[config.mk]
export PLATFORM = sky130hd
export DESIGN_NAME = qte_isqrt
export DESIGN_NICKNAME = d
export VERILOG_FILES = /design/src/rtl/quaternion_to_euler_angles_core_assert.svh /design/src/rtl/qte_pkg.sv /design/src/rtl/qte_isqrt.sv
export SDC_FILE = /design/constraint.sdc
export NUM_CORES = 2
export LEC_CHECK = 0
export ABC_AREA = 1
export BUFFER_PORTS_ARGS = -buffer_cell sky130_fd_sc_hd__buf_2
export CORE_UTILIZATION = 30
export DETAILED_ROUTE_END_ITERATION = 10
export GPL_TIMING_DRIVEN = 0
export PLACE_DENSITY = 0.48
export SYNTH_ARGS = -nofsm -noshare
export SYNTH_HDL_FRONTEND = slang
export SYNTH_SLANG_ARGS = --single-unit
export TNS_END_PERCENT = 100
[constraint.sdc]
create_clock -name clk_i -period 2.2 [get_ports clk_i]
set_clock_uncertainty 0.1 [all_clocks]
set_input_delay 0.22 -clock clk_i [delete_from_list [all_inputs] [get_ports clk_i]]
set_output_delay 0.22 -clock clk_i [all_outputs]
set_load 0.02 [all_outputs]
[src/rtl/quaternion_to_euler_angles_core_assert.svh]
// Assertion macros, compiled out when NO_ASSERTIONS is defined
`ifndef QUATERNION_TO_EULER_ANGLES_CORE_ASSERT_SVH
`define QUATERNION_TO_EULER_ANGLES_CORE_ASSERT_SVH

`ifndef NO_ASSERTIONS
`define QTE_ASSERT(lbl, prop) \
  lbl: assert property (@(posedge clk_i) disable iff (!rst_ni) prop) \
    else $error("qte assertion failed");
`define QTE_ASSERT_RST(lbl, prop) \
  lbl: assert property (@(posedge clk_i) prop) \
    else $error("qte assertion failed during or after reset");
`else
`define QTE_ASSERT(lbl, prop)
`define QTE_ASSERT_RST(lbl, prop)
`endif

`endif

[src/rtl/qte_pkg.sv]
package qte_pkg;

  localparam int IN_W     = 16;
  localparam int PROD_W   = 32;
  localparam int TERM_W   = 36;
  localparam int CORDIC_W = TERM_W + 2;
  localparam int ANG_W    = 16;
  localparam int SQ_W     = 56;
  localparam int RAD_W    = 57;
  localparam int ROOT_W   = 29;
  localparam int SQRT_W   = 58;
  localparam int SQRT_STEPS = 29;
  localparam int ATAN_LEN = 24;

  localparam logic signed [TERM_W-1:0] ONE_Q28 = TERM_W'(64'sd1 <<< 28);
  localparam logic signed [ANG_W-1:0]  PITCH_MAX = 16'sd16384;
  localparam logic signed [ANG_W-1:0]  PITCH_MIN = -16'sd16384;

  // atan(2^-i), 2^31 = pi
  localparam logic [31:0] ATAN_MASTER [ATAN_LEN] = '{
    32'h20000000, 32'h12E4051E, 32'h09FB385B, 32'h051111D4,
    32'h028B0D43, 32'h0145D7E1, 32'h00A2F61E, 32'h00517C55,
    32'h0028BE53, 32'h00145F2F, 32'h000A2F98, 32'h000517CC,
    32'h00028BE6, 32'h000145F3, 32'h0000A2FA, 32'h0000517D,
    32'h000028BE, 32'h0000145F, 32'h00000A30, 32'h00000518,
    32'h0000028C, 32'h00000146, 32'h000000A3, 32'h00000051
  };

  typedef struct packed {
    logic signed [TERM_W-1:0] sr;
    logic signed [TERM_W-1:0] cr;
    logic signed [TERM_W-1:0] sp;
    logic signed [TERM_W-1:0] sy;
    logic signed [TERM_W-1:0] cy;
    logic                     gimbal;
  } side_t;

  // table entry rounded to nearest at angle width aw (aw <= 24)
  function automatic logic [31:0] atan_entry(input int i, input int aw);
    logic [32:0] t;
    int          sh;
    sh = 32 - aw;
    t  = {1'b0, ATAN_MASTER[i]} + (33'd1 << (sh - 1));
    return 32'(t >> sh);
  endfunction

endpackage

[src/rtl/qte_isqrt.sv]
module qte_isqrt #(
  parameter int TAG_W = 1
) (
  input  logic                          clk_i,
  input  logic                          rst_ni,
  input  logic                          valid_i,
  input  logic [qte_pkg::RAD_W-1:0]     rad_i,
  input  logic [TAG_W-1:0]              tag_i,
  output logic                          valid_o,
  output logic [qte_pkg::ROOT_W-1:0]    root_o,
  output logic [TAG_W-1:0]              tag_o
);

  localparam int N  = qte_pkg::SQRT_STEPS;
  localparam int SW = qte_pkg::SQRT_W;

  logic          v_q   [N];
  logic [SW-1:0] rem_q [N];
  logic [SW-1:0] r_q   [N];
  logic [TAG_W-1:0] tag_q [N];

  for (genvar k = 0; k < N; k++) begin : g_stage
    localparam logic [SW-1:0] BIT = SW'(1) << (2 * (N - 1 - k));
    logic          v_in;
    logic [SW-1:0] rem_in, r_in, t, rem_d, r_d;
    logic [TAG_W-1:0] tag_in;

    if (k == 0) begin : g_first
      assign v_in   = valid_i;
      assign rem_in = SW'(rad_i);
      assign r_in   = '0;
      assign tag_in = tag_i;
    end else begin : g_next
      assign v_in   = v_q[k-1];
      assign rem_in = rem_q[k-1];
      assign r_in   = r_q[k-1];
      assign tag_in = tag_q[k-1];
    end

    always_comb begin
      t = r_in + BIT;
      if (rem_in >= t) begin
        rem_d = rem_in - t;
        r_d   = (r_in >> 1) + BIT;
      end else begin
        rem_d = rem_in;
        r_d   = r_in >> 1;
      end
    end

    always_ff @(posedge clk_i or negedge rst_ni) begin
      if (!rst_ni) begin
        v_q[k] <= 1'b0;
      end else begin
        v_q[k] <= v_in;
      end
    end

    always_ff @(posedge clk_i) begin
      rem_q[k] <= rem_d;
      r_q[k]   <= r_d;
      tag_q[k] <= tag_in;
    end
  end

  assign valid_o = v_q[N-1];
  assign root_o  = r_q[N-1][qte_pkg::ROOT_W-1:0];
  assign tag_o   = tag_q[N-1];

endmodule

== Word level (Yosys, flattened, before mapping) ==
Memory sizes are Yosys's and may differ from the RTL's.
Index checks and enable logic that the tools add are counted.

* Add/sub/neg operators: 85
* Order comparisons: 29
* Multiplexer cells: 58

{| class="wikitable"
|+ Operator list
! cell !! number
|-
| 58-bit two-way mux || 57
|-
| 58-bit greater-or-equal comparator || 28
|-
| 58-bit subtractor || 28
|-
| 57-bit by 1-bit adder with 58-bit output (second input constant) || 1
|-
| 57-bit by 11-bit adder with 58-bit output (second input constant) || 1
|-
| 57-bit by 13-bit adder with 58-bit output (second input constant) || 1
|-
| 57-bit by 15-bit adder with 58-bit output (second input constant) || 1
|-
| 57-bit by 17-bit adder with 58-bit output (second input constant) || 1
|-
| 57-bit by 19-bit adder with 58-bit output (second input constant) || 1
|-
| 57-bit by 21-bit adder with 58-bit output (second input constant) || 1
|-
| 57-bit by 23-bit adder with 58-bit output (second input constant) || 1
|-
| 57-bit by 25-bit adder with 58-bit output (second input constant) || 1
|-
| 57-bit by 27-bit adder with 58-bit output (second input constant) || 1
|-
| 57-bit by 29-bit adder with 58-bit output (second input constant) || 1
|-
| 57-bit by 3-bit adder with 58-bit output (second input constant) || 1
|-
| 57-bit by 31-bit adder with 58-bit output (second input constant) || 1
|-
| 57-bit by 33-bit adder with 58-bit output (second input constant) || 1
|-
| 57-bit by 35-bit adder with 58-bit output (second input constant) || 1
|-
| 57-bit by 37-bit adder with 58-bit output (second input constant) || 1
|-
| 57-bit by 39-bit adder with 58-bit output (second input constant) || 1
|-
| 57-bit by 41-bit adder with 58-bit output (second input constant) || 1
|-
| 57-bit by 43-bit adder with 58-bit output (second input constant) || 1
|-
| 57-bit by 45-bit adder with 58-bit output (second input constant) || 1
|-
| 57-bit by 47-bit adder with 58-bit output (second input constant) || 1
|-
| 38 further kinds || 38
|}

* Register bits after elaboration: 29
* Bits in writable memories: 3393
* Input bits: 61
* Output and inout bits: 31
* Word-level logic and storage cells: 204
* Memories: 3

{| class="wikitable"
|+ Memories
! memory !! depth !! bits a word !! read ports !! clocked after memory_dff !! write ports !! RTL line !! RTL
|-
| r_q || 29 || 58 || 29 || 0 || 29 || qte_isqrt.sv:19 || <nowiki>logic [SW-1:0] r_q [N];</nowiki>
|-
| rem_q || 29 || 58 || 28 || 0 || 29 || qte_isqrt.sv:18 || <nowiki>logic [SW-1:0] rem_q [N];</nowiki>
|-
| tag_q || 29 || 1 || 29 || 0 || 29 || qte_isqrt.sv:20 || <nowiki>logic [TAG_W-1:0] tag_q [N];</nowiki>
|}

== Depth between registers and ports, before layout ==
An unclocked memory read counts as a cell.

* Depth in word-level cells: 4
* Gate-level depth with buffers: 16
* Gate-level depth less buffers: 16

== Least setup slack after synthesis ==
Ideal clock, no wire load.

* Path type: register to register
* From: memory r_q[0][336] (netlist name)
* To: memory rem_q[1][166] (netlist name)
* Setup time: 113 ps
* Arrival: 1841 ps
* Data required time: 1987 ps
* Path slack: 146 ps
* Stages on the path, launching flop included: 12
* Buffers on the path: 1
* Clock period less this slack: 2054 ps
* Cells stage by stage: dfxtp_1 -> inv_1 -> ha_1 -> nand2_1 -> nor2_1 -> nor2_1 -> o21ai_2 -> a211oi_4 -> nand2_4 -> buf_6 -> nand2_1 -> nand2_1

{| class="wikitable"
|+ RTL lines
! element !! RTL line
|-
| start: declaration || qte_isqrt.sv:19
|-
| end: declaration || qte_isqrt.sv:18
|}

==> results.md <==
- Critical path required time: between 2 and 3 ns
- Die Width: around 580 µm
- Net Sw Frac: about two fifths
- Aggregate global routing overflow: 0
- Vias/cell: around 4.6
- NetSw: 0.0659 W
- DIE HEIGHT: between 500 and 600 µm
- Die area: ~0.34 mm²
- Clock tree buffer depth: 4
- Distinct cells, synth: about 60
- WL met3: roughly 15 mm
- Detailed Route WL: 383 mm
- Flop pwr share: 36.8%
- Number of synthesized register bits: approximately 2.1k
- Worst Tran Pin Value: about 0.63 ns
- Initial DRC count: approximately 6.3k
- Fmax: between 400 and 500 MHz
- CP max stage cell: dfxtp_2
- Setup crit end kind: flip-flop
- Max cap viols: 0
- Worst slack at placement: -1.43 ns
- H-Tree Depth: 4
- Setup TNS Final: -32.81 ns
- Relative slew margins: between 50 and 60%
- Reg2Reg Setup Slack: -0.29 ns
- Drt pass-1 iters: 11
- Fin crit period: around 2.5 ns
- Register area share after synthesis: 42.3%
- Layout cells sized above 1: approximately 25%
- Top layer used by detailed routing: met5
- CTS tree: yes
- Clock tree root buffer cell: clkbuf_16
- Crit path kind: flip-flop to flip-flop
- Syn avg cell area: 6.89 µm²
- Maximum VDD drop: just over 0.8 mV
- Delay-heaviest family, CP: simple AND/OR/NAND/NOR gates
- Clock group share of total power: 24.2%
- Failing checks: design-rule violations, negative setup slack
- Average wire per standard cell: around 19 µm
- Area after DPL: roughly 0.11 mm²
- Met2 wire len: about 190 mm
- Skew-Pair Late Insertion Delay: approximately 0.92 ns
- Ys async rst share: about 1.4%
- Fin. Hold Viols: 0
- First-pass GRT wire length: roughly 550 mm
- # fillers: approximately 34k
- Post-synth EDFFs: 0
- Launching element type of the critical path: flip-flop
- DR DRC count: 1
- Register clock-pin slew on the reported worst setup and hold paths: 0.06 ns
- YS warnings: 0
- Clock sink count: 2117
- CP Cell Sequence: inv_2 -> ha_4 -> nand2_4 -> nor2_4 -> nand4_1 -> nor2_4 -> nand3_2 -> nand2_4 -> nor2_4 -> buf_12 -> buf_12 -> nand2_4 -> o21ai_4
- Post-DRT Antenna Nets: 0
- RD Place Congestion: between 0.9 and 1
- Initial antenna violation count: 12
- Critical Path Fanout Max: 5
- Nets@finish: 16.2k
- Slew Limit Fails: 0
- Largest net degree at the start of global routing: 30
- I/O Buffers: 90
- Logic gate share of total power: approximately 39%
- CTS buffer count: 219
- CP peak stage delay: approximately 0.34 ns
- RSZ-0062 raised after global routing: true
- Status: complete, but fails checks
- Prevailing post-synth register cell: dfxtp_1
- DP HPWL: between 300 and 400 mm
- Final setup fails: 355
- HP Class: flip-flop to flip-flop
- Pwr Density: approximately 1200 mW/mm²
- Total number of vias: 93.6k
- Cell area after layout: 0.136 mm²
- PnR worst setup slack: -0.293 ns
- Critical path buffers and inverters: 3
- Site row count: 212
- Initial core utilization: 30.1%
- Metal-1 WL: around 160 mm
- I/O pins: 92
- Vias in the first global route: roughly 90k
- Leakage power: around 65 nW
- Critical Path AT: roughly 3.2 ns
- Area growth syn-to-layout: 35.5%
- Tcrit/Tclk final: 113%
- Internal cell power: 0.0933 W
- Total core area: approximately 0.33 mm²
- Mapped Area: 0.101 mm²
- Post-Synthesis Cells: between 10k and 15k
- Total track usage: a little over a fifth
-- sequential cells by signal, summed over array words and instances (netlist names) --
name and flops:
g_stage.v_in 28, r_q 435, rem_q 1624, tag_q 29, valid_o 1
-- per-layer routing --
layer  GRT usage [%]  vias to the layer above
li1                -                    47291
met1            26.0                    43269
met2            37.9                     2348
met3            1.98                      729
met4            10.7                        2
met5               0                        -
-- kinds of logic (layout without fill, tap and decap cells) --
| group | Yosys count | after routing | share of synthesized area (%) |
|---|---|---|---|
| adders and majority gates | 460 | 460 | 5.73 |
| AOI/OAI and AO/OA | 924 | 924 | 5.12 |
| DFF | 2117 | 2117 | 42.3 |
| and+or+nand+nor | 8119 | 8123 | 33.4 |
| xor gates and xnor gates | 390 | 390 | 3.40 |
| other | 1 | 5 | 0.00373 |
| buffers and inverters | 2580 | 3830 | 10.1 |
-- power by group through the flow --
stage	clock (W)	combinational, W	sequential, W
after global routing	0.0411	0.0680	0.0592
after CTS	0.0395	0.0545	0.0579
after floorplan	0	0.0326	0.0516
after global placement	0	0.0459	0.0577
after detailed placement	0	0.0456	0.0576
final	0.0385	0.0621	0.0586
-- timing repair --
| item | in CTS | in global routing |
|---|---|---|
| cloned | 27 | 38 |
| buffers inserted | 298 | 298 |
| resized for setup | 2066 | 1889 |
| endpoints found under the hold margin | 88 | 0 |
| endpoints found under the setup margin | 833 | 817 |
| pin swaps | 251 | 456 |
| hold buffers | 121 | 0 |
-- final timing paths --
kind	from	end	cells past startpoint
worst max-delay path	r_q[1][136]	rem_q[4][203]	13
worst min-delay path	rem_q[4][127]	rem_q[4][185]	0
worst max register to register	r_q[1][136]	rem_q[4][203]	13
worst min register to register	rem_q[4][127]	rem_q[4][185]	0
max in group asynchronous	rst_ni	g_stage[12].v_in	4
min in group asynchronous	rst_ni	g_stage[28].v_in	4
-- worst register-to-register path, stage by stage (launching register included) --
cell and delay (ns):
dfxtp_2 0.34, inv_2 0.05, ha_4 0.30, nand2_4 0.07
nor2_4 0.18, nand4_1 0.28, nor2_4 0.28, nand3_2 0.13
nand2_4 0.13, nor2_4 0.09, buf_12 0.16, buf_12 0.15
nand2_4 0.06, o21ai_4 0.06
-- layout make-up --
type	instances	area, µm²	share of cell area [%]
buffer	97	1450	1.07
inverter	2469	9360	6.87
tap	4387	5490	4.03
clock buffer	295	6210	4.56
antenna	3	7.51	0.00551
timing repair buffer	854	7840	5.75
clock inverter	110	1370	1.01
timing repair inverter	5	53.8	0.0395
multi-input combinational	9899	61000	44.8
sequential	2117	43400	31.9
-- Yosys cell counts (156+ instances only) --
cell type | count | area [µm²]
a21oi_1 | 473 | 2370
dfxtp_1 | 2088 | 41800
ha_1 | 460 | 5760
inv_1 | 2460 | 9230
nand2_1 | 4917 | 18500
nand3_1 | 796 | 3980
nand4_1 | 306 | 1910
nor2_1 | 1610 | 6040
nor3_1 | 156 | 781
o21ai_0 | 257 | 1290
xnor2_1 | 166 | 1450
xor2_1 | 224 | 1960
-- per-stage QoR --
stage / utilization [%] / cells / hold slack [ns] / power, W
detailed placement: 31.9 / 19069 / 0.198 / 0.103
CTS: 38.0 / 19912 / 0.137 / 0.152
global placement: 31.9 / 19069 / 0.189 / 0.104
floorplan: - / 14592 / -0.176 / 0.0843
finish: 40.9 / 20236 / 0.180 / 0.159
global route: 40.9 / 20236 / 0.173 / 0.168
-- layout by cell type (no fill, tap or decap), drive strengths merged, types with 3 or more instances in the layout --
cell	netlist	final
nor4	106	106
nor2	1653	1655
diode	0	3
o21ai	307	307
dfxtp	2088	2088
a211oi	5	5
and3	9	9
nand2	4937	4937
nand3	806	808
o211ai	9	9
buf	102	797
o21a	6	6
a21oi	546	546
xor2	224	224
clkbuf	9	329
nor3	160	160
clkinv	1	56
ha	460	460
dlygate4sd3	0	120
a21boi	11	11
and2	24	24
nand4	307	307
inv	2468	2490
dfrtp	29	29
nor3b	6	6
a21o	17	17
or2	15	15
nand3b	93	93
o21bai	18	18
bufinv	0	18
xnor2	166	166
clkinvlp	0	20
No activity file was read; power rests on OpenSTA's default activity.
