`config.mk`:
```
export PLATFORM = sky130hd
export DESIGN_NAME = qte_cordic
export DESIGN_NICKNAME = d
export VERILOG_FILES = /design/src/rtl/quaternion_to_euler_angles_core_assert.svh /design/src/rtl/qte_pkg.sv /design/src/rtl/qte_cordic.sv
export SDC_FILE = /design/constraint.sdc
export NUM_CORES = 2
export LEC_CHECK = 0
export BUFFER_PORTS_ARGS = -buffer_cell sky130_fd_sc_hd__buf_4
export CELL_PAD_IN_SITES_DETAIL_PLACEMENT = 1
export CELL_PAD_IN_SITES_GLOBAL_PLACEMENT = 1
export CORE_MARGIN = 2
export CORE_UTILIZATION = 50
export CTS_CLUSTER_DIAMETER = 80
export DETAILED_ROUTE_END_ITERATION = 10
export PLACE_DENSITY = 0.81
export SYNTH_ARGS = -nofsm -noshare
export SYNTH_HDL_FRONTEND = slang
export SYNTH_SLANG_ARGS = --single-unit
```
`constraint.sdc`:
```
create_clock -name clk_i -period 6 [get_ports clk_i]
set_clock_uncertainty 0.15 [all_clocks]
set_input_delay 1.8 -clock clk_i [delete_from_list [all_inputs] [get_ports clk_i]]
set_output_delay 1.8 -clock clk_i [all_outputs]
set_load 0.01 [all_outputs]
```
`src/rtl/quaternion_to_euler_angles_core_assert.svh`:
```
// Assertion macros, compiled out when NO_ASSERTIONS is defined
`ifndef QUATERNION_TO_EULER_ANGLES_CORE_ASSERT_SVH
`define QUATERNION_TO_EULER_ANGLES_CORE_ASSERT_SVH

`ifndef NO_ASSERTIONS
`define QTE_ASSERT(lbl, prop) \
  lbl: assert property (@(posedge clk_i) disable iff (!rst_ni) prop) \
    else $error("qte assertion failed");
`define QTE_ASSERT_RST(lbl, prop) \
  lbl: assert property (@(posedge clk_i) prop) \
    else $error("qte assertion failed during or after reset");
`else
`define QTE_ASSERT(lbl, prop)
`define QTE_ASSERT_RST(lbl, prop)
`endif

`endif

```
`src/rtl/qte_pkg.sv`:
```
package qte_pkg;

  localparam int IN_W     = 16;
  localparam int PROD_W   = 32;
  localparam int TERM_W   = 36;
  localparam int CORDIC_W = TERM_W + 2;
  localparam int ANG_W    = 16;
  localparam int SQ_W     = 56;
  localparam int RAD_W    = 57;
  localparam int ROOT_W   = 29;
  localparam int SQRT_W   = 58;
  localparam int SQRT_STEPS = 29;
  localparam int ATAN_LEN = 24;

  localparam logic signed [TERM_W-1:0] ONE_Q28 = TERM_W'(64'sd1 <<< 28);
  localparam logic signed [ANG_W-1:0]  PITCH_MAX = 16'sd16384;
  localparam logic signed [ANG_W-1:0]  PITCH_MIN = -16'sd16384;

  // atan(2^-i), 2^31 = pi
  localparam logic [31:0] ATAN_MASTER [ATAN_LEN] = '{
    32'h20000000, 32'h12E4051E, 32'h09FB385B, 32'h051111D4,
    32'h028B0D43, 32'h0145D7E1, 32'h00A2F61E, 32'h00517C55,
    32'h0028BE53, 32'h00145F2F, 32'h000A2F98, 32'h000517CC,
    32'h00028BE6, 32'h000145F3, 32'h0000A2FA, 32'h0000517D,
    32'h000028BE, 32'h0000145F, 32'h00000A30, 32'h00000518,
    32'h0000028C, 32'h00000146, 32'h000000A3, 32'h00000051
  };

  typedef struct packed {
    logic signed [TERM_W-1:0] sr;
    logic signed [TERM_W-1:0] cr;
    logic signed [TERM_W-1:0] sp;
    logic signed [TERM_W-1:0] sy;
    logic signed [TERM_W-1:0] cy;
    logic                     gimbal;
  } side_t;

  // table entry rounded to nearest at angle width aw (aw <= 24)
  function automatic logic [31:0] atan_entry(input int i, input int aw);
    logic [32:0] t;
    int          sh;
    sh = 32 - aw;
    t  = {1'b0, ATAN_MASTER[i]} + (33'd1 << (sh - 1));
    return 32'(t >> sh);
  endfunction

endpackage

```
`src/rtl/qte_cordic.sv`:
```
module qte_cordic #(
  parameter int STEPS = 16,
  parameter int AW    = 16,
  parameter int TAG_W = 1
) (
  input  logic                              clk_i,
  input  logic                              rst_ni,
  input  logic                              valid_i,
  input  logic signed [qte_pkg::TERM_W-1:0] y_i,
  input  logic signed [qte_pkg::TERM_W-1:0] x_i,
  input  logic [TAG_W-1:0]                  tag_i,
  output logic                              valid_o,
  output logic signed [qte_pkg::ANG_W-1:0]  angle_o,
  output logic [TAG_W-1:0]                  tag_o
);

  localparam int DW = qte_pkg::CORDIC_W;
  localparam logic signed [AW-1:0] QUARTER = AW'(1) << (AW - 2);

  logic                 v_q    [STEPS+1];
  logic signed [DW-1:0] x_q    [STEPS+1];
  logic signed [DW-1:0] y_q    [STEPS+1];
  logic signed [AW-1:0] z_q    [STEPS+1];
  logic                 zero_q [STEPS+1];
  logic [TAG_W-1:0]     tag_q  [STEPS+1];

  // quadrant fold into the right half-plane
  logic signed [DW-1:0] xe, ye, x0_d, y0_d;
  logic signed [AW-1:0] z0_d;

  always_comb begin
    xe = DW'(x_i);
    ye = DW'(y_i);
    x0_d = xe;
    y0_d = ye;
    z0_d = '0;
    if (xe < 0) begin
      if (ye >= 0) begin
        x0_d = ye;
        y0_d = -xe;
        z0_d = QUARTER;
      end else begin
        x0_d = -ye;
        y0_d = xe;
        z0_d = -QUARTER;
      end
    end
  end

  always_ff @(posedge clk_i or negedge rst_ni) begin
    if (!rst_ni) begin
      v_q[0] <= 1'b0;
    end else begin
      v_q[0] <= valid_i;
    end
  end

  always_ff @(posedge clk_i) begin
    x_q[0]    <= x0_d;
    y_q[0]    <= y0_d;
    z_q[0]    <= z0_d;
    zero_q[0] <= (x_i == '0) && (y_i == '0);
    tag_q[0]  <= tag_i;
  end

  for (genvar i = 0; i < STEPS; i++) begin : g_step
    localparam logic [31:0] AFULL = qte_pkg::atan_entry(i, AW);
    localparam logic signed [AW-1:0] ANG = AFULL[AW-1:0];
    logic signed [DW-1:0] dx, dy;

    assign dx = y_q[i] >>> i;
    assign dy = x_q[i] >>> i;

    always_ff @(posedge clk_i or negedge rst_ni) begin
      if (!rst_ni) begin
        v_q[i+1] <= 1'b0;
      end else begin
        v_q[i+1] <= v_q[i];
      end
    end

    always_ff @(posedge clk_i) begin
      if (y_q[i] >= 0) begin
        x_q[i+1] <= x_q[i] + dx;
        y_q[i+1] <= y_q[i] - dy;
        z_q[i+1] <= z_q[i] + ANG;
      end else begin
        x_q[i+1] <= x_q[i] - dx;
        y_q[i+1] <= y_q[i] + dy;
        z_q[i+1] <= z_q[i] - ANG;
      end
      zero_q[i+1] <= zero_q[i];
      tag_q[i+1]  <= tag_q[i];
    end
  end

  // accumulator to 16-bit binary angle
  logic [qte_pkg::ANG_W-1:0] ang16;

  if (AW > qte_pkg::ANG_W) begin : g_round
    localparam int SH = AW - qte_pkg::ANG_W;
    logic [AW-1:0] zr;
    assign zr    = z_q[STEPS] + (AW'(1) << (SH - 1));
    assign ang16 = zr[AW-1:SH];
  end else if (AW == qte_pkg::ANG_W) begin : g_same
    assign ang16 = z_q[STEPS];
  end else begin : g_widen
    assign ang16 = {z_q[STEPS], {(qte_pkg::ANG_W - AW){1'b0}}};
  end

  logic                           v_out_q;
  logic signed [qte_pkg::ANG_W-1:0] ang_q;
  logic [TAG_W-1:0]               tag_out_q;

  always_ff @(posedge clk_i or negedge rst_ni) begin
    if (!rst_ni) begin
      v_out_q <= 1'b0;
    end else begin
      v_out_q <= v_q[STEPS];
    end
  end

  always_ff @(posedge clk_i) begin
    ang_q     <= zero_q[STEPS] ? '0 : ang16;
    tag_out_q <= tag_q[STEPS];
  end

  assign valid_o = v_out_q;
  assign angle_o = ang_q;
  assign tag_o   = tag_out_q;

endmodule

```
Yosys cells after proc, flatten, opt, wreduce, memory -nomap -nowiden
Memory sizes are Yosys's and may differ from the RTL's. A register that Yosys moved wholly into a read port is not among the register bits.
Index checks and enable logic that the tools add are counted.

word-level totals
  logic and storage cells = 289
  latch bits = 0
  ROM bits = 0
  memories kept = 5
  flip-flop bits (word level) = 18
  output and inout bits = 18
  memory bits (writable) = 1598
  input bits = 76

operators by class
  equal/unequal tests = 0
  divide/modulo/power cells = 0
  mux-type cells = 102
  reductions and logical operators = 3
  order comparisons = 18
  bitwise logic cells = 48
  shift-type cells = 0
  add/subtract/negate cells = 95
  multiply operators = 0

memory list
  name    depth  bits a word  read ports  clocked after memory_dff  write ports  RTL line          source
  x_q     17     38           16          0                         17           qte_cordic.sv:21  logic signed [DW-1:0] x_q [STEPS+1];
  y_q     17     38           16          0                         17           qte_cordic.sv:22  logic signed [DW-1:0] y_q [STEPS+1];
  z_q     17     16           17          1                         17           qte_cordic.sv:23  logic signed [AW-1:0] z_q [STEPS+1];
  tag_q   17     1            17          1                         17           qte_cordic.sv:25  logic [TAG_W-1:0] tag_q [STEPS+1];
  zero_q  17     1            17          0                         17           qte_cordic.sv:24  logic zero_q [STEPS+1];

operators by type and width
  kind                 count
  $mux 38              36
  $ge 38x1->1 const B  16
  $mux 16              18
  $add 38x23->38       2
  $add 38x24->38       2
  $add 38x25->38       2
  $add 38x26->38       2
  $add 38x27->38       2
  $add 38x28->38       2
  $add 38x29->38       2
  $add 38x30->38       2
  $add 38x31->38       2
  $add 38x32->38       2
  $add 38x33->38       2
  $add 38x34->38       2
  $add 38x35->38       2
  $add 38x36->38       2
  $add 38x37->38       2
  $neg 36->38          2
  $sub 38x23->38       2
  $sub 38x24->38       2
  $sub 38x25->38       2
  $sub 38x26->38       2
  $sub 38x27->38       2
  46 further kinds     154

Longest topological paths before layout
  depth after elaboration = 4
  mapped depth = 24
  depth with buffers taken out = 23

Least setup slack after synthesis
No wires, ideal clock.

  path kind = reg2reg
  start = memory x_q[3][9] (netlist name)
  end = memory y_q[4][37] (netlist name)
  arrival time = 5.109 ns
  clock period less this slack = 5.384 ns
  stages on the path, launching flop included = 17
  setup slack = 0.616 ns
  buffers on the path = 0
  data required time = 5.725 ns
  setup time = 0.125 ns
  cells stage by stage = dfxtp_1 -> or4_4 -> or4_4 -> or4_4 -> or4_4 -> or4_1 -> or4_4 -> or4_4 -> o41ai_2 -> xor2_1 -> ha_1 -> a21o_1 -> a21o_1 -> or2_2 -> a21oi_1 -> o21bai_1 -> xor2_1

RTL lines
  element      RTL line
  from (decl)  qte_cordic.sv:21
  to (decl)    qte_cordic.sv:22

==> run_results.csv <==
group,metric,value,unit
timing,hold_viol_final,0,
placement,dp_hpwl,274000,um
min_path,holdPathEnd,"z_q[16][5]$_DFF_P_",
route,top_layer,"met5",
route,viasPerCell,6.06,
yosys,synth_cell_types,82,
layout,layout-drive-gt1-share,4.86,%
timing,fin_setup_tns,0,ns
placement,pre_cts_slack,0.184,ns
yosys,synth.cell_area,102000,sq um
clock_tree,cts_made_buffers,159,
yosys,synth_top_family_by_area,"compound AO/OA/AOI/OAI gates",
layout,regArea,26800,sq um
timing,max_freq,0.175,GHz
yosys,synthSimpleGateAreaFrac,14.8,%
placement,gp_congestion,0.952,
worst_setup_path,crit_fanout,4,
timing,period_minus_slack,5.72,ns
status,status,"completed",
yosys,yosys.area_share.xor_xnor,15.6,%
yosys,synth_compound_area_share,23.7,%
layout,nFillCells,24100,
global_routing,overflow,0,
yosys,async_flop_share,1.35,%
global_routing,grt_pass1_vias,95200,
yosys,synthTopCellsByArea,"dfxtp_1 (26%), ha_1 (15%), xnor2_1 (9.5%)",
clock_tree,clockBufferDepth,3,
global_routing,grt_usage,31.3,%
clock_tree,htreeDepth,4,
route,wl_met2,170000,um
layout,area_delta_synth_final,9.51,%
layout,multi_input_area,72100,sq um
timing,slew_viol_final,0,
layout,utilization,55.2,%
route,route.detailed.drc,0,
worst_setup_path,start_kind,"flop",
yosys,synth_edf_count,0,
route,drt_iter0_markers,4847,
route,m1WireLength,138000,um
global_routing,grt_pass1_wl,529000,um
min_path,hold_start,"z_q[15][5]$_DFF_P_",
route,detail_route.wl_per_cell,22.4,um
min_path,min_path_type,"flop to flop",
yosys,yosysTopAreaCell,"dfxtp_1",
route,vias,91300,
placement,io_buffers,92,
job,maxCapViolations,0,
yosys,synth.most_common_cell,"dfxtp_1",
yosys,synth_top_area_share,25.9,%
route,met3_length,11800,um
yosys,muxShareOfSynthArea,0.287,%
yosys,ys_warn_count,0,
floorplanning,die_width,455,um
timing,final-setup-viol-count,0,
worst_setup_path,path_class,"flop to flop",
floorplanning,dieArea,207000,sq um
yosys,synthAdderAreaFrac,16.0,%
clock_tree,clock_latency,0.86,ns
yosys,yosys-top-cells-count,"dfxtp_1 (1317), ha_1 (1249), a21oi_1 (1114)",
timing,hold_ws,0.176,ns
worst_setup_path,r2r_setup_slack,0.28,ns
route,first_pass_iters,5,
floorplanning,die_h,455,um
clock_tree,clk_pin_slew_worst_paths,0.06,ns
worst_setup_path,timing.rr.start,"x_q[12][17]$_DFF_P_",
clock_tree,cts_root_buf,"clkbuf_16",
timing,tightest_slew,1.07,ns
yosys,yosysSeqAreaShare,26.3,%
clock_tree,cts.sinks,1335,
worst_setup_path,worstPathArrival,6.33,ns
yosys,syn_inst,12200,
floorplanning,rows,165,
global_routing,antenna_found_initial,6,
yosys,ys.flop_type,"dfxtp_1",
worst_setup_path,rr_worst_depth,19,
floorplanning,io_pins,94,
clock_tree,tritoncts,"built",
min_path,hold_depth,0,
worst_setup_path,required,6.61,ns
timing,period_share,95.4,%
floorplanning,start_util,50.4,%
yosys,syn_area_per_cell,8.38,sq um
timing,rsz0062_at_grt,"false",
yosys,synth_seq_cells,1335,
global_routing,grt_max_degree,116,
worst_setup_path,reg2reg_to,"y_q[13][36]$_DFF_P_",
worst_setup_path,critPathCaptureType,"flop",
timing,setup_ws,0.279,ns
timing,relSlewSlack,27.0,%
layout,final_nets,13600,
route,routed_wl,337000,um
route,antenna_left,0,
floorplanning,coreArea,202000,sq um
## state kept, by name (all words and copies together) (netlist names)
register,cells
tag_o,1
x_q,518
zero_q,17
z_q,216
valid_o,1
v_q,17
tag_q,17
angle_o,15
y_q,533
## how the worst max path moves through the flow
| stage | startpoint | endpoint | slack [ns] | depth (start not counted) |
|---|---|---|---|---|
| finish | x_q[12][17]$_DFF_P_ | y_q[13][36]$_DFF_P_ | 0.28 | 19 |
| floorplan | x_q[3][9]$_DFF_P_ | y_q[4][37]$_DFF_P_ | 0.62 | 16 |
| detailed placement | x_q[3][8]$_DFF_P_ | y_q[4][36]$_DFF_P_ | 0.18 | 18 |
| CTS | y_q[6][9]$_DFF_P_ | x_q[7][37]$_DFF_P_ | 0.15 | 19 |
| global route | y_q[6][9]$_DFF_P_ | x_q[7][37]$_DFF_P_ | 0.005 | 17 |
| global placement | x_q[3][9]$_DFF_P_ | y_q[4][36]$_DFF_P_ | 0.18 | 20 |
## timing repair
action / 4_1_cts / 5_1_grt
hold buffers: 0 / 0
resized for setup: 0 / 17
hold endpoints to repair: 0 / 0
setup buffers: 0 / 1
endpoints found under the setup margin: 0 / 16
## critical path, stage by stage (launching register included)
cell	delay (ns)
dfxtp_1	0.35
or4_1	0.60
or4_4	0.53
or4_1	0.45
or4_1	0.49
or4_1	0.50
nand2_1	0.12
xor2_1	0.16
ha_1	0.26
a21o_1	0.19
a21o_1	0.18
a21o_1	0.18
a21o_1	0.17
a21oi_1	0.13
o21ai_0	0.15
a221o_1	0.36
a31oi_2	0.22
o21ai_0	0.12
a21oi_1	0.20
xnor2_1	0.13
## routing by layer
metal,up-vias,global-route usage (%)
met1,44800,36.0
met2,1814,57.4
met5,-,0
met3,764,3.52
met4,2,15.4
li1,43900,-
## cell usage in the layout, fill, tap and decap left out, types with 95 or more instances in the layout
master / count
dfxtp_1: 1304
ha_1: 1249
a21oi_1: 1113
xnor2_1: 1100
o21ai_0: 787
nor2_1: 777
nand2_1: 733
xor2_1: 713
a21o_1: 589
inv_1: 578
o31ai_1: 258
nor3_1: 246
nand2b_1: 203
buf_4: 175
o21bai_1: 173
nor2b_1: 170
or3_1: 160
clkbuf_16: 160
nand3_1: 148
or4_1: 144
o21a_1: 127
o41ai_1: 125
nand4_1: 100
a31oi_1: 95
## logic make-up after synthesis
kind of cell,Yosys count
simple gates,3036
fa+ha+maj,1285
other cells,1
buf+inv,878
xor+xnor,1813
flops,1335
compound gates,3778
mux,28
## per-stage QoR
stage,instances,cell area (sq um)
after floorplan,12200,102000
after global placement,14800,106000
after detailed placement,14800,106000
after CTS,15100,111000
after global routing,15100,112000
final,15100,112000
## cell type report
| cell class | instances | share of cell area (%) |
|---|---|---|
| multi-input cells | 10000 | 64.6 |
| flip-flops and latches | 1335 | 24.0 |
| clock buffers | 202 | 3.95 |
| well taps | 2672 | 3.00 |
| inverters | 582 | 1.96 |
| repair buffers | 177 | 1.21 |
| clock inverters | 89 | 1.20 |
| diodes | 5 | 0.0112 |
Power is left out: the tool's default activity adds up to more than one toggle a clock period on the data nets, which glitch-free logic cannot reach.
